==> config.mk <==
export PLATFORM = sky130hd
export DESIGN_NAME = mbr_cell
export DESIGN_NICKNAME = d
export VERILOG_FILES = /design/src/rtl/mbr_pkg.sv /design/src/rtl/mbr_cell.sv
export SDC_FILE = /design/constraint.sdc
export NUM_CORES = 1
export LEC_CHECK = 0
export BUFFER_PORTS_ARGS = -buffer_cell sky130_fd_sc_hd__buf_2
export CAP_MARGIN = 15
export CORE_ASPECT_RATIO = 1.1
export CORE_MARGIN = 2
export CORE_UTILIZATION = 42
export CTS_BUF_LIST = sky130_fd_sc_hd__clkbuf_4
export DETAILED_ROUTE_END_ITERATION = 7
export PLACE_DENSITY = 0.79
export SETUP_SLACK_MARGIN = 0.02
export SYNTH_ARGS = -nofsm -noshare
export SYNTH_HDL_FRONTEND = slang
export SYNTH_SLANG_ARGS = --single-unit
==> constraint.sdc <==
create_clock -name clk -period 2.9 [get_ports clk]
set_input_delay 0.725 -clock clk [delete_from_list [all_inputs] [get_ports clk]]
set_output_delay 0.725 -clock clk [all_outputs]
set_load 0.05 [all_outputs]
==> src/rtl/mbr_pkg.sv <==
// Shared constants, types and state codes for the median baseline removal block.
// No dependencies; every other file in rtl/ refers to it by scoped names.
package mbr_pkg;

  localparam int SMP_W      = 16;
  localparam int RES_W      = SMP_W + 1;
  localparam int WIN1       = 127;
  localparam int WIN2       = 255;
  localparam int DELAY      = 125;
  localparam int DLEN       = DELAY + 1;
  localparam int FULL_COUNT = WIN1 + WIN2 - 1;
  localparam int FILL_W     = $clog2(FULL_COUNT + 1);
  localparam int MID1       = (WIN1 - 1) / 2;
  localparam int MID2       = (WIN2 - 1) / 2;

  typedef logic signed [SMP_W-1:0] smp_t;
  typedef logic signed [RES_W-1:0] res_t;
  typedef logic [FILL_W-1:0]       fill_t;

  // Broadcast to every cell of one sorted chain.
  typedef struct packed {
    logic en;
    logic clr;
    smp_t x;
    smp_t old;
    logic old_lt_x;
  } upd_t;

  // What a cell shows its neighbors.
  typedef struct packed {
    smp_t val;
    logic lt;
    logic le;
  } cell_out_t;

  localparam cell_out_t EDGE_LEFT  = '{val: '0, lt: 1'b1, le: 1'b1};
  localparam cell_out_t EDGE_RIGHT = '{val: '0, lt: 1'b0, le: 1'b0};

  typedef enum logic [1:0] {
    ST_IDLE,
    ST_TWO,
    ST_RES
  } st_t;

endpackage

==> src/rtl/mbr_cell.sv <==
// One cell of a sorted window chain: holds one sorted entry and updates it from
// its own compares and those of its two neighbors. Depends on mbr_pkg.
module mbr_cell (
  input  logic               clk,
  input  logic               rst,
  input  mbr_pkg::upd_t      upd,
  input  mbr_pkg::cell_out_t left_nb,
  input  mbr_pkg::cell_out_t right_nb,
  output mbr_pkg::cell_out_t cur
);

  mbr_pkg::smp_t val;
  mbr_pkg::smp_t val_next;
  logic          lt;
  logic          le;
  logic          below;
  logic          at;

  assign lt = val < upd.x;
  assign le = val <= upd.old;

  assign cur.val = val;
  assign cur.lt  = lt;
  assign cur.le  = le;

  // Oldest entry leaves at the last cell not above it; the new one goes before equals.
  always_comb begin
    if (upd.old_lt_x) begin
      below = right_nb.lt;
      at    = lt && !right_nb.lt;
    end else begin
      below = lt;
      at    = left_nb.lt && !lt;
    end
    if (below) begin
      val_next = right_nb.le ? val : right_nb.val;
    end else if (at) begin
      val_next = upd.x;
    end else begin
      val_next = le ? left_nb.val : val;
    end
  end

  always_ff @(posedge clk) begin
    if (rst || upd.clr) begin
      val <= '0;
    end else if (upd.en) begin
      val <= val_next;
    end
  end

endmodule

-- Yosys cells after proc, flatten, opt, wreduce, memory -nomap -nowiden
Cells that the tools add are included.
- equality and inequality tests: 1
- multiplexer cells: 6
- reduce and logical (&&, ||, !) cells: 7
- order comparisons: 2
- operators with widths (cell ; count):
    $mux W16 ; 4
    $le A16 B16 Y1 ; 1
    $lt A16 B16 Y1 ; 1
    $reduce_and A3 Y1 ; 1
    $reduce_bool A3 Y1 ; 1
    $logic_and A1 B1 Y1 ; 2
    $logic_not A1 Y1 ; 2
    $mux W1 ; 2
    $ne A2 B2 Y1 const B ; 1
    $logic_or A1 B1 Y1 ; 1
- output and inout bits: 18
- word-level logic and storage cells: 17
- flip-flop bits (word level): 16
- bits of input ports: 73

-- Logic depth before layout (Yosys ltp)
Gate-level depths: netlist of the first run.
- depth after elaboration: 6
- mapped depth: 12
- gate-level depth less buffers: 10

-- Worst setup path before layout of the first run
No wires, ideal clock.
- path type: input-to-output
- start point: in upd[9] (netlist bit)
- end point: out cur[0] (netlist bit)
- data arrival time: 2.281 ns
- data required time: 2.175 ns
- slack: -0.106 ns
- buffers on the path: 1
- stages: 9
- cell sequence: inv_1 > ha_1 > and4_1 > a21boi_1 > o311ai_2 > a31oi_1 > a311oi_2 > inv_1 > buf_4
- word-level cells in the longest chain between the ends: 1
- RTL lines (what ; line ; source):
    from (decl) ; mbr_cell.sv:6 ; input mbr_pkg::upd_t upd,
    $le A16 B16 Y1 ; mbr_cell.sv:20 ; assign le = val <= upd.old;
    to (decl) ; mbr_cell.sv:9 ; output mbr_pkg::cell_out_t cur
Every way passes these cells.

==> results of run 1 <==
==> synthesized netlist by cell type <==
library cell / instances / share of area (%)
a2111oi_2: 2 / 1.8
a211oi_1: 1 / 0.44
a21boi_1: 2 / 0.89
a21o_1: 4 / 1.8
a21oi_1: 8 / 2.4
a221oi_2: 1 / 0.89
a222oi_1: 1 / 0.59
a22oi_1: 1 / 0.44
a311oi_2: 1 / 0.89
a31o_1: 1 / 0.52
a31oi_1: 2 / 0.74
a32o_1: 15 / 8.9
and2_1: 2 / 0.74
and3_1: 1 / 0.37
and4_1: 3 / 1.6
and4b_1: 1 / 0.59
buf_2: 3 / 0.89
buf_4: 2 / 0.89
buf_6: 1 / 0.67
buf_8: 1 / 0.89
clkbuf_1: 1 / 0.22
dfxtp_1: 16 / 19
ha_1: 31 / 23
inv_1: 34 / 7.5
nand2_1: 19 / 4.2
nand2b_1: 4 / 1.5
nand3_1: 2 / 0.59
nand3b_1: 1 / 0.44
nand4_1: 2 / 0.74
nor2_1: 5 / 1.1
nor2b_1: 2 / 0.74
nor3_2: 1 / 0.59
o211ai_1: 2 / 0.89
o21a_1: 1 / 0.44
o21a_4: 1 / 0.89
o21ai_0: 4 / 1.2
o21ai_1: 1 / 0.30
o21ai_2: 1 / 0.52
o22a_1: 15 / 7.8
o22ai_2: 1 / 0.74
o311ai_2: 1 / 0.96
==> stage by stage <==
stage / setup TNS, ns / total power, uW / area [um^2]
floorplan: -0.0222 / 472 / 1770
global placement: -8.62 / 591 / 2360
detailed placement: -9.07 / 598 / 2360
CTS: -0.689 / 758 / 2520
global route: -0.207 / 824 / 2620
finish: -0.137 / 778 / 2620
==> worst register-to-register path, stage by stage (launching register included) <==
cell and delay, ns:
dfxtp_2 0.42, ha_4 0.23, and4_4 0.18, a21boi_4 0.14, o311ai_4 0.23, a31oi_1 0.13
a311oi_2 0.33, buf_4 0.20, a221oi_4 0.07, buf_6 0.14, and2_4 0.16, buf_6 0.13
a32o_1 0.21
==> logic make-up after synthesis <==
kind of cell	count (synthesis)	share of synthesized area [%]
compound gates	66	33.9
fa+ha+maj	31	22.9
buf+inv	42	11.1
flops	16	18.9
simple gates	43	13.2
==> area by class of cell <==
| class | count | area (um^2) |
|---|---|---|
| clock buffer | 3 | 22.5 |
| clock inverter | 1 | 3.75 |
| fill | 324 | 1280 |
| inverter | 34 | 143 |
| multi-input combinational | 140 | 1360 |
| sequential | 16 | 325 |
| tap | 52 | 65.1 |
| timing repair buffer | 113 | 699 |
==> worst max-delay path by stage <==
stage                         to  slack [ns]  cells after the start
after detailed placement  val[4]       -0.56                     12
after global routing      cur[0]       -0.21                     10
after CTS                 cur[0]       -0.29                     11
after global placement    val[8]       -0.53                     12
after floorplan           cur[0]       -0.02                      9
final                     cur[0]       -0.14                     10
==> power by group <==
part / internal, uW / leakage [uW] / switching (uW)
Sequential: 232 / 0.000132 / 14.6
Combinational: 193 / 0.00119 / 213
Clock: 50.0 / 0.0000154 / 76.0
Total: 475 / 0.00133 / 303
==> routing by layer <==
layer / global-route usage [%] / share of wire [%] / up-vias
li1: - / - / 955
met1: 27.5 / 44 / 894
met2: 40.2 / 50 / 52
met3: 2.38 / 4.1 / 8
met4: 6.62 / 1.4 / 0
met5: 0 / 0 / -
==> repair_timing <==
item	CTS	global route
endpoints found under the setup margin	17	17
setup buffers	5	1
resized for setup	20	23
pin swaps	13	14
==> out/qor.txt, run 1 <==
STATUS
--------------------------------------------------------------------------------
Outcome                                                             finished with violations
Failing checks                                                      setup timing

YOSYS
--------------------------------------------------------------------------------
Net count after synthesis                                                    302
Share of the yosys chip area belonging to registers                        18.9%
Synthesized flop and latch total                                              16
Mapped Cells                                                                 198
Count of yosys warnings during synthesis                                       0
Mapped Area                                                            1690 um^2
Distinct cells, synth                                                         41
Average cell area after synthesis                                      8.54 um^2

SETUP PATH
--------------------------------------------------------------------------------
Sum of buffers and inverters on the critical path                              4
Critical register-to-register path endpoint                               val[4]
Element type at the critical path start                               input port
Crit. End Element                                                    output port
Peak per-stage delay on the critical path                                0.33 ns
CP Cell Sequence                                                    buf_8 > inv_8 > ha_4 > and4_4 > a21boi_4 > o311ai_4 > a31oi_1 > a311oi_2 > inv_2 > buf_8
Dominant delay contributor by cell family on the critical path      compound AO/OA/AOI/OAI gates
Setup slack of the most critical reg-to-reg path                         0.22 ns
Category of the most critical setup path                               in -> out
Start point of the critical path                                         upd[11]
Critical Path Most Common Cell                                             buf_8
CP required                                                              2.17 ns
Maximum fanout along the worst path                                            2
Worst reg-to-reg path cell count                                              12
Highest-delay cell along the critical path                              a311oi_2
Critical register-to-register path startpoint                             val[9]
Arrival time at the worst endpoint                                       2.31 ns

FLOORPLAN
--------------------------------------------------------------------------------
Starting density of the core                                               43.3%
Die outline area                                                       4550 um^2
Height of the die                                                        70.6 um
Core region area                                                       3900 um^2
Number of rows created at floorplan                                           24
Die Wd                                                                   64.5 um
I/O pin count                                                                 91

ROUTING
--------------------------------------------------------------------------------
# DRC                                                                          0
First-pass iteration count of the detailed router                              4
Violation count after the first detailed-routing iteration                    99
WL final                                                                 5070 um
Routed WL per cell                                                       14.1 um
Count of vias placed by the detailed router                                 1909
Per-cell via count in the routed design                                     5.32
Number of nets with antenna violations after detailed routing                  0

LAYOUT
--------------------------------------------------------------------------------
Utilization after layout                                                   67.1%
Most flops, register                                                         val
Nets                                                                         412
Commonest cells after routing, fill and taps aside                  buf_2, inv_1, ha_1
Most common cell after layout, fill and taps aside                         buf_2
Share of layout cells above drive strength 1                               50.2%
Largest register FFs                                                          16
Non-Filler Instances                                                         359
Biggest regs                                                             val x16
Synth-to-Final Area Change                                                 54.9%
Antenna diodes                                                                 0

PLACEMENT
--------------------------------------------------------------------------------
Number of placed instances with taps included                                350
IO buf count                                                                  89
Estimated wirelength of the detail-placed design                         3890 um
Global placer's final weighted congestion                                  0.803
Placement Setup Slack                                                  -0.565 ns

PWR
--------------------------------------------------------------------------------
Static Leakage                                                        0.00133 uW
Worst vdd rail ir drop                                                  0.189 mV
Total power divided by cell area                                     297 nW/um^2

STA
--------------------------------------------------------------------------------
Clock Skews                                                           0.00139 ns
Slew at the pin closest to its max-slew limit                           0.400 ns
Setup repair after global routing missed its margin                         true
Fraction of the cycle the final worst path needs                            105%
Worst hold slack                                                        0.534 ns
Final Critical Period                                                    3.04 ns
Final number of setup-violating endpoints                                      1
Setup WS post-layout                                                   -0.137 ns
Highest achievable clock rate                                          0.329 GHz
Normalized max-slew margin                                                 73.3%
Fin. max-slew vios                                                             0
Total count of hold-check failures in the final report                         0

WORST HOLD PATH
--------------------------------------------------------------------------------
Worst Hold Depth                                                               1
End point of the worst hold path                                          val[0]
Worst hold start                                                          val[0]
Worst hold path class                                                 reg -> reg

CLOCK NETWORK
--------------------------------------------------------------------------------
Number of levels in the clock H-tree                                           1
Clock-pin slew on the worst setup and hold paths                         0.10 ns
Number of buffers created by CTS                                               3
Clk Latency, worst-skew pair                                             0.29 ns
Clock Path Buffers                                                             2
Count of hold-fix buffers inserted at cts                                      0
Root buffer cell                                                        clkbuf_4
CTS sink count                                                                16
TritonCTS clock tree                                                        done

GLOBAL ROUTE
--------------------------------------------------------------------------------
Number of antenna violations at the first check in global routing              0
Largest net degree at the start of global routing                             11
Global-route wire length before repair                                   8150 um
Grt ovf                                                                        0
Total routing usage reported by global routing                             22.1%
Number of global-route vias before repair                                   1909

RUN
--------------------------------------------------------------------------------
Max Cap Viol                                                                   0

Power figures use the tool's default switching activity.
==> inputs of run 2 (changes only) <==
==> constraint.sdc (replaced) <==
create_clock -name clk -period 2.9 [get_ports clk]
set_input_delay 0.145 -clock clk [delete_from_list [all_inputs] [get_ports clk]]
set_output_delay 0.145 -clock clk [all_outputs]
set_load 0.05 [all_outputs]
==> run 2 against run 1 <==
  * Critical endpoint is now val[15]
  * The flow now finishes without violations
  * Flip-flop and latch count stayed put
  * Die area did not move
  * Final area fell by 14%
==> out/qor.txt, run 2 (same netlist as run 1, synthesis figures left out) <==
STATUS
--------------------------------------------------------------------------------
Outcome                                                             finished clean

LAYOUT
--------------------------------------------------------------------------------
Area occupied by multi-input gates                                     1190 um^2   -12%
Synth-to-Final Area Change                                                 33.4%
Antenna diodes                                                                 0   unchanged
Biggest regs                                                             val x16
Fillers                                                                      381   +18%
Most flops, register                                                         val
Largest register FFs                                                          16   unchanged
Footprint of the flip-flops and latches                                 320 um^2   -1.5%
Share of layout cells above drive strength 1                               38.0%   -12 points
Commonest cells after routing, fill and taps aside                  buf_2, inv_1, ha_1
Most common cell after layout, fill and taps aside                         buf_2
Nets                                                                         397   -3.6%

PWR
--------------------------------------------------------------------------------
Worst vdd rail ir drop                                                  0.187 mV   -1.0%
Final Total Pwr                                                           689 uW   -12%
Static Leakage                                                        0.00124 uW   -7.3%
Total power divided by cell area                                     305 nW/um^2   +2.7%

STA
--------------------------------------------------------------------------------
Clock Skews                                                           0.00546 ns   +0.00407 ns
Setup tns final                                                             0 ns   +0.137 ns
Setup WS post-layout                                                    0.246 ns   +0.383 ns
Final number of setup-violating endpoints                                      0   -1
Worst hold slack                                                        0.172 ns   -0.362 ns
Total count of hold-check failures in the final report                         0   unchanged
Normalized max-slew margin                                                 58.9%   -14 points
Fraction of the cycle the final worst path needs                           91.5%   -13 points
Setup repair after global routing missed its margin                        false
Fin. max-slew vios                                                             0   unchanged
Highest achievable clock rate                                          0.377 GHz   +14%
Final Critical Period                                                    2.65 ns   -0.383 ns
Slew at the pin closest to its max-slew limit                           0.617 ns   +0.217 ns

ROUTING
--------------------------------------------------------------------------------
Violation count after the first detailed-routing iteration                    58   -41%
Count of vias placed by the detailed router                                 1813   -5.0%
Per-cell via count in the routed design                                     5.27   -0.89%
First-pass iteration count of the detailed router                              4   unchanged
Routed WL per cell                                                       13.2 um   -6.8%
WL final                                                                 4530 um   -11%
Number of nets with antenna violations after detailed routing                  0   unchanged
# DRC                                                                          0   unchanged

SETUP PATH
--------------------------------------------------------------------------------
Arrival time at the worst endpoint                                       2.84 ns   +0.53 ns
Cell count along the critical path                                             9   -1
Worst reg-to-reg path cell count                                               9   -3
CP Cell Sequence                                                    buf_4 > ha_1 > a21o_1 > a21oi_1 > o211ai_1 > o21a_4 > o21a_1 > o22a_1 > a32o_1
Crit path to                                                             val[15]
CP required                                                              3.09 ns   +0.92 ns
Highest-delay cell along the critical path                                o21a_1
Peak per-stage delay on the critical path                                0.40 ns   +0.07 ns
Element type at the critical path start                                 register
Dominant delay contributor by cell family on the critical path      compound AO/OA/AOI/OAI gates
Start point of the critical path                                          val[9]
Crit. End Element                                                       register
Critical register-to-register path startpoint                             val[9]
Critical register-to-register path endpoint                              val[15]
Sum of buffers and inverters on the critical path                              1   -3
Setup slack of the most critical reg-to-reg path                         0.25 ns   +0.03 ns
Category of the most critical setup path                              reg -> reg
Maximum fanout along the worst path                                           15   +13

WORST HOLD PATH
--------------------------------------------------------------------------------
Worst hold path class                                                  in -> reg

CLOCK NETWORK
--------------------------------------------------------------------------------
CTS sink count                                                                16   unchanged
Number of levels in the clock H-tree                                           1   unchanged
Clk Latency, worst-skew pair                                             0.29 ns   about the same
Clock Path Buffers                                                             2   unchanged
Number of buffers created by CTS                                               3   unchanged
Root buffer cell                                                        clkbuf_4
TritonCTS clock tree                                                        done
Clock-pin slew on the worst setup and hold paths                         0.10 ns   about the same

PLACEMENT
--------------------------------------------------------------------------------
IO buf count                                                                  89   unchanged
Global placer's final weighted congestion                                  0.795   -1.0%
Estimated wirelength of the detail-placed design                         3780 um   -2.8%
Placement Setup Slack                                                 -0.0618 ns   +0.503 ns

GLOBAL ROUTE
--------------------------------------------------------------------------------
Number of antenna violations at the first check in global routing              0   unchanged
Number of global-route vias before repair                                   1838   -3.7%
Grt ovf                                                                        0   unchanged
Largest net degree at the start of global routing                             16   +5
Global-route wire length before repair                                   7620 um   -6.4%
Total routing usage reported by global routing                             20.9%   -1.3 points

FLOORPLAN
--------------------------------------------------------------------------------
I/O pin count                                                                 91   unchanged
Height of the die                                                        70.6 um   unchanged
Die outline area                                                       4550 um^2   unchanged
Die Wd                                                                   64.5 um   unchanged
Core region area                                                       3900 um^2   unchanged
Starting density of the core                                               43.3%   unchanged
Number of rows created at floorplan                                           24   unchanged

RUN
--------------------------------------------------------------------------------
Max Cap Viol                                                                   0   unchanged

## run 2: cell types whose count changed in the layout (fill, tap and decap cells not counted), moves of 6 or more
cell   change
buf_6     -11
buf_4     -10
buf_2      +7
inv_1      +7
ha_1       +6
ha_4       -6
## run 2: tightest hold or removal path, cell delays in order
cell and delay, ns:
buf_2 0.08, a222oi_1 0.05, a21oi_1 0.14
## run 2: metrics by stage
stage                     area (um^2)  instances  util [%]
after floorplan                  1690        198         -
after global placement           2200        339      56.4
after detailed placement         2200        339      56.4
after CTS                        2240        343      57.3
after global routing             2260        344      57.8
final                            2260        344      57.8
## run 2: cell type report
type	count	share of cell area, %
multi-input combinational	140	52.8
timing repair buffer	98	23.3
sequential	16	14.2
inverter	34	5.65
tap	52	2.88
clock buffer	3	0.998
clock inverter	1	0.166
## run 2: worst min-delay path by stage
stage	cells after the start	start	slack, ns	endpoint
global route	3	left_nb[11]	0.18	val[9]
CTS	3	left_nb[11]	0.17	val[9]
global placement	4	rst	0.44	val[9]
detailed placement	4	upd[33]	0.47	val[9]
floorplan	3	rst	0.31	val[9]
finish	3	left_nb[11]	0.17	val[9]
## run 2: timing repair
item / in CTS / in global routing
buffers inserted: 0 / 1
hold buffers: 0 / 0
endpoints found under the setup margin: 15 / 15
resized for setup: 2 / 1
pin swaps: 0 / 1
## run 2: metal layers
| metal | GRT usage, % | vias to the layer above | routed length (um) |
|---|---|---|---|
| li1 | - | 927 | - |
| met1 | 23.8 | 820 | 1930 |
| met2 | 38.7 | 62 | 2300 |
| met3 | 3.82 | 4 | 261 |
| met4 | 7.33 | 0 | 42 |
| met5 | 0 | - | 0 |
## run 2: power by group
group / switching [uW] / internal, uW
clock network: 73.5 / 50.0
logic: 185 / 137
registers: 11.2 / 231
total: 270 / 419
